===== src/design/multi_pattern_string_matcher_defines.svh =====
// assertion macros used by the matcher engine module
`ifndef MULTI_PATTERN_STRING_MATCHER_DEFINES_SVH
`define MULTI_PATTERN_STRING_MATCHER_DEFINES_SVH

`ifndef SYNTHESIS
`define MPSM_ASSERT(lbl, prop) \
  lbl: assert property (@(posedge clk) disable iff (!rst_n) prop) \
    else $error("mpsm assertion failed");
`define MPSM_NEVER(lbl, cond) \
  lbl: assert property (@(posedge clk) disable iff (!rst_n) !(cond)) \
    else $error("mpsm forbidden condition");
`else
`define MPSM_ASSERT(lbl, prop)
`define MPSM_NEVER(lbl, cond)
`endif

`endif


===== src/design/mpsm_pkg.sv =====
package mpsm_pkg;

  localparam logic [1:0] K_CLEAR   = 2'd0;
  localparam logic [1:0] K_PATTERN = 2'd1;
  localparam logic [1:0] K_BUILD   = 2'd2;
  localparam logic [1:0] K_TEXT    = 2'd3;

  localparam logic [1:0] ST_MATCH  = 2'd0;
  localparam logic [1:0] ST_STORED = 2'd1;
  localparam logic [1:0] ST_FULL   = 2'd2;
  localparam logic [1:0] ST_LONG   = 2'd3;
  // pending load error: same codes, zero meaning none
  localparam logic [1:0] ERR_NONE  = 2'd0;

  localparam int RESULT_CAP = 16;

  typedef struct packed {
    logic [1:0] kind;
    logic [7:0] byte_value;
    logic       pattern_end;
  } item_t;

  typedef struct packed {
    logic [1:0] status;
    logic [5:0] pattern_id;
    logic       last;
  } res_t;

endpackage


===== src/design/mpsm_front.sv =====
module mpsm_front #(
  parameter int ALPHABET = 256
) (
  input  logic                clk,
  input  logic                rst_n,
  input  logic                in_valid,
  input  logic [1:0]          in_kind,
  input  logic [7:0]          in_byte_value,
  input  logic                in_pattern_end,
  output logic                in_stall,
  output logic                item_valid,
  output mpsm_pkg::item_t     item,
  input  logic                item_pop
);

  mpsm_pkg::item_t q_r [2];
  logic            wp_r, wp_nxt;
  logic            rp_r, rp_nxt;
  logic [1:0]      cnt_r, cnt_nxt;
  logic            push;
  mpsm_pkg::item_t in_item;

  // byte folded into the alphabet by restoring subtraction
  function automatic logic [7:0] fold_byte(input logic [7:0] b);
    logic [15:0] r;
    r = {8'd0, b};
    for (int i = 7; i >= 0; i--) begin
      if (r >= (16'(ALPHABET) << i)) begin
        r = r - (16'(ALPHABET) << i);
      end
    end
    return r[7:0];
  endfunction

  assign in_stall   = (cnt_r == 2'd2);
  assign push       = in_valid && !in_stall;
  assign item_valid = (cnt_r != 2'd0);
  assign item       = q_r[rp_r];

  always_comb begin
    in_item.kind        = in_kind;
    in_item.byte_value  = fold_byte(in_byte_value);
    in_item.pattern_end = in_pattern_end;
    wp_nxt  = push ? !wp_r : wp_r;
    rp_nxt  = item_pop ? !rp_r : rp_r;
    cnt_nxt = cnt_r + 2'(push) - 2'(item_pop);
  end

  always_ff @(posedge clk) begin
    if (!rst_n) begin
      wp_r  <= 1'b0;
      rp_r  <= 1'b0;
      cnt_r <= 2'd0;
    end else begin
      wp_r  <= wp_nxt;
      rp_r  <= rp_nxt;
      cnt_r <= cnt_nxt;
    end
  end

  always_ff @(posedge clk) begin
    if (push) begin
      q_r[wp_r] <= in_item;
    end
  end

endmodule


===== config.mk =====
export PLATFORM = sky130hd
export DESIGN_NAME = mpsm_front
export DESIGN_NICKNAME = d
export VERILOG_FILES = /design/src/design/multi_pattern_string_matcher_defines.svh /design/src/design/mpsm_pkg.sv /design/src/design/mpsm_front.sv
export SDC_FILE = /design/constraint.sdc
export NUM_CORES = 1
export LEC_CHECK = 0
export CAP_MARGIN = 20
export CELL_PAD_IN_SITES_DETAIL_PLACEMENT = 0
export CELL_PAD_IN_SITES_GLOBAL_PLACEMENT = 1
export CORE_AREA = 5 5 49 51
export CTS_BUF_LIST = sky130_fd_sc_hd__clkbuf_2 sky130_fd_sc_hd__clkbuf_4 sky130_fd_sc_hd__clkbuf_8
export DETAILED_ROUTE_END_ITERATION = 10
export DIE_AREA = 0 0 54 56
export DONT_BUFFER_PORTS = 1
export PLACE_DENSITY_LB_ADDON = 0.1
export SLEW_MARGIN = 10
export SYNTH_ARGS = -nofsm -noshare
export SYNTH_HDL_FRONTEND = slang
export SYNTH_SLANG_ARGS = --single-unit

===== constraint.sdc =====
create_clock -name clk -period 3.7 [get_ports clk]
set_input_delay 0.37 -clock clk [delete_from_list [all_inputs] [get_ports clk]]
set_output_delay 0.37 -clock clk [all_outputs]
set_load 0.03 [all_outputs]

# Word level (Yosys, flattened, before mapping)
# Memories as Yosys holds them, arrays and structs flattened. A register that Yosys moved wholly into a read port is not among the register bits.
# Index checks and enable logic that the tools add are counted.
# word_totals
inputBits	15
regBits	4
out_inout_bits	13
romBits	0
ram_bits	22
wordCells	16
mem_count	1
latch_bits	0
# op_classes
reduce_logical	5
n_lt_le_gt_ge	0
n_mux	4
shifts	0
n_eq_ne	1
bitwise	0
add_sub_neg	2
n_div	0
mul	0
# memory_table
name	depth	width	rd	rd_clocked_by_memory_dff	wr	line_no	source
q_r	2	11	1	1	1	mpsm_front.sv:16	mpsm_pkg::item_t q_r [2];
# op_table
op	count
1-bit two-way mux	4
1-bit logical NOT	3
2-bit by 1-bit adder with 2-bit output	1
2-bit equality test (second input constant)	1
2-bit nonzero test	1
2-bit by 1-bit subtractor with 2-bit output	1
1-bit logical AND	1

# Depth between registers and ports, before layout
# logic_depth
word_depth	5
ltp_mapped	8
depth_no_buf	8

# Worst setup path before layout
# OpenSTA, ideal clock, no wires.
# synth_path
path_type	flip-flop to flip-flop
from	register cnt_r[0]
to	register cnt_r[1]
required_ns	3.585
synth_period_minus_slack_ns	1.445
arrival_time_ns	1.330
stages_incl_launch_ff	9
setup_slack_ns	2.255
setup_ns	0.115
n_path_buf	0
cell_sequence	dfxtp_1 -> nand2b_1 -> nand2_1 -> ha_1 -> inv_1 -> ha_1 -> xor2_1 -> xnor2_1 -> nor2_1
# synth_via
elab_chain_cells	5
# synth_lines
element	line_no	source
from (decl)	mpsm_front.sv:19	logic [1:0] cnt_r, cnt_nxt;
from (signal assigned)	mpsm_front.sv:57	cnt_r <= cnt_nxt;
2-bit equality test	mpsm_front.sv:35	assign in_stall = (cnt_r == 2'd2);
1-bit logical NOT	mpsm_front.sv:36	assign push = in_valid && !in_stall;
1-bit logical AND	mpsm_front.sv:36	
2-bit by 1-bit adder with 2-bit output *	mpsm_front.sv:46	cnt_nxt = cnt_r + 2'(push) - 2'(item_pop);
2-bit by 1-bit subtractor with 2-bit output *	mpsm_front.sv:46	
# Every way passes the cells marked *; elsewhere a longest branch is shown, timed or not.
# A chain may end at the register's enable or synchronous reset.

==> flow_metrics.env <==
export IMPL_p_leak_uw=0.000389
export IMPL_ir_drop_mv=0.439
export IMPL_cts_setup_buffers=0
export IMPL_drc=0
export IMPL_ant_nets=0
export IMPL_whs_ps=146
export IMPL_netlist_area_um2=1020
export IMPL_ys_top_cells_by_area="edfxtp_1, mux2_2, dfxtp_1, ha_1, xnor2_1"
export IMPL_synth_seq_area_share=0.744
export IMPL_cp_num_buf_inv=0
export IMPL_min_period_ps=1790
export IMPL_cp_cell_sequence="mux2_2"
export IMPL_drt_iter0_drc=12
export IMPL_fin_skew_ps=1.32
export IMPL_synth_edff_count=22
export IMPL_clk_path_buf_depth=2
export IMPL_cts_max_level=1
export IMPL_vias_per_cell=5.17
export IMPL_grt_overflow=0
export IMPL_grt_util_all_layers=0.114
export IMPL_dieArea_um2=3020
export IMPL_yosysUniqueCellTypes=15
export IMPL_drv_cap=0
export IMPL_ys_ff_latch=27
export IMPL_post_drt_wl_per_cell_um=16.4
export IMPL_coreArea_um2=1900
export IMPL_crit_fanout=11
export IMPL_slew_violations=0
export IMPL_wl_mm=1.46
export IMPL_synth_async_reset_ratio=0
export IMPL_required_ps=3330
export IMPL_finalWeightedCongestion=0.604
export IMPL_critPathLaunchType="register"
export IMPL_cts_hold_buf=0
export IMPL_first_pass_iters=2
export IMPL_io_pins=28
export IMPL_fin_crit_sh=0.483
export IMPL_fp_dieW_um=54
export IMPL_clkTransAtPathRegs_ps=130
export IMPL_path_class="register to output port"
export IMPL_hold_viol_final=0
export IMPL_grt_pass1_vias=516
export IMPL_die_h_um=56
export IMPL_crit_path_end_kind="output port"
export IMPL_cts_resized=0
export IMPL_area_growth_syn_to_layout_pct=4.90
export IMPL_place_hpwl_mm=1.11
export IMPL_yosysMostFrequentCell="edfxtp_1"
export IMPL_grt_pass1_wl_mm=2.47
export IMPL_p_per_area_nw_per_um2=646
export IMPL_status="completed"
export IMPL_finalSetupViolations=0
export IMPL_rsz0062_at_grt="false"
export IMPL_critical_path_top_delay_family="flip-flops"
export IMPL_vias=460
export IMPL_ctsRootBufferMaster="clkbuf_4"
export IMPL_drive_above_1_share=0.258
export IMPL_hold_path_class="primary input to register"
export IMPL_ys_top_cells_by_count="edfxtp_1, mux2_2, dfxtp_1, nor2_1, inv_1"
export IMPL_tritoncts="done"
export IMPL_io_buffer_count=0
export IMPL_cts_made_buffers=3
export IMPL_cp_slowest_stage_delay_ps=620
export IMPL_antenna_found_initial=0
export IMPL_yosysWarnings=0
export IMPL_slew_headroom=0.398
export IMPL_fmax_mhz=559
export IMPL_rows=16
export IMPL_antennaDiodeCount=0
export IMPL_synth_top_flop_cell="edfxtp_1"
export IMPL_grt_max_degree=16
export IMPL_tightest_slew_ps=899
export IMPL_avgSynthCellArea_um2=17.3
export IMPL_syn_nets=76
export IMPL_postSynthCellCount=59
export IMPL_initial_utilization=0.537
export IMPL_nets=80
export IMPL_netlist_area_leader_share=0.646
export IMPL_slowest_stage="dfxtp_1"
export IMPL_worstSkewPairLatency_ps=310
export IMPL_tns_ps=0
export IMPL_cts_sinks=27
export IMPL_synth_top_area_cell="edfxtp_1"
export IMPL_crit_arrival_ps=1420
-- layout make-up --
class | instances | area [um^2]
well taps | 27 | 33.8
flip-flops and latches | 27 | 761
fillers | 159 | 830
clock inverters | 1 | 5.00
inverters | 3 | 11.3
clock buffers | 3 | 22.5
multi-input cells | 28 | 239
-- power by group --
| part | total, uW | internal [uW] | switching (uW) | leakage (uW) |
|---|---|---|---|---|
| clock | 117 | 40.4 | 77.0 | 0.0000177 |
| sequential | 404 | 384 | 20.2 | 0.000247 |
| combinational | 172 | 49.5 | 122 | 0.000124 |
-- final timing paths --
path,startpoint,endpoint,slack (ps),depth (start not counted)
setup / recovery,register,item[8],1910,1
hold / removal,in_byte_value[3],q_r[1][4],150,0
setup reg to reg,cnt_r[0],q_r[0][2],2020,3
hold reg to reg,wp_r,wp_r,510,2
-- flip-flops by register name, indices dropped and copies added (netlist names), named ones only --
name / cells
wp_r: 1
rp_r: 1
cnt_r: 2
q_r: 22
-- metrics by stage --
stage          area, um^2  worst slack, ps  utilization  instances  total power, uW
6_report             1070             1910        0.564         89              693
5_1_grt              1070             1770        0.564         89              735
4_1_cts              1070             1870        0.564         89              702
3_5_place_dp         1040             2010        0.549         85              586
3_3_place_gp         1040             2110        0.549         85              576
2_1_floorplan        1020             2250            -         59              561
-- cells by family (layout without fill, tap and decap cells) --
| logic type | count (synthesis) | after routing | share of synthesized area |
|---|---|---|---|
| XOR/XNOR | 3 | 3 | 0.0257 |
| adder cells (fa/ha/maj) | 2 | 2 | 0.0245 |
| buffers and inverters | 4 | 7 | 0.0220 |
| flip-flops | 27 | 27 | 0.744 |
| multiplexers | 12 | 12 | 0.131 |
| AND/OR/NAND/NOR | 11 | 11 | 0.0526 |
-- cells in the final DEF, fill, tap and decap left out --
cell type	Yosys	final
clkinv_2	0	1
mux2_2	11	11
inv_1	3	3
and3_1	1	1
mux2i_1	1	1
edfxtp_1	22	22
or2_2	1	1
nand2_1	2	2
nor2_1	4	4
and2_1	1	1
xor2_1	1	1
ha_1	2	2
xnor2_1	2	2
dfxtp_1	5	5
clkbuf_4	0	3
nand2b_1	2	2
-- routing by layer --
metal	GRT usage	wire, um
met5	0	0
met4	0.0641	29
met3	0.0563	177
met2	0.173	755
met1	0.126	501
No activity file was read; power rests on OpenSTA's default activity.
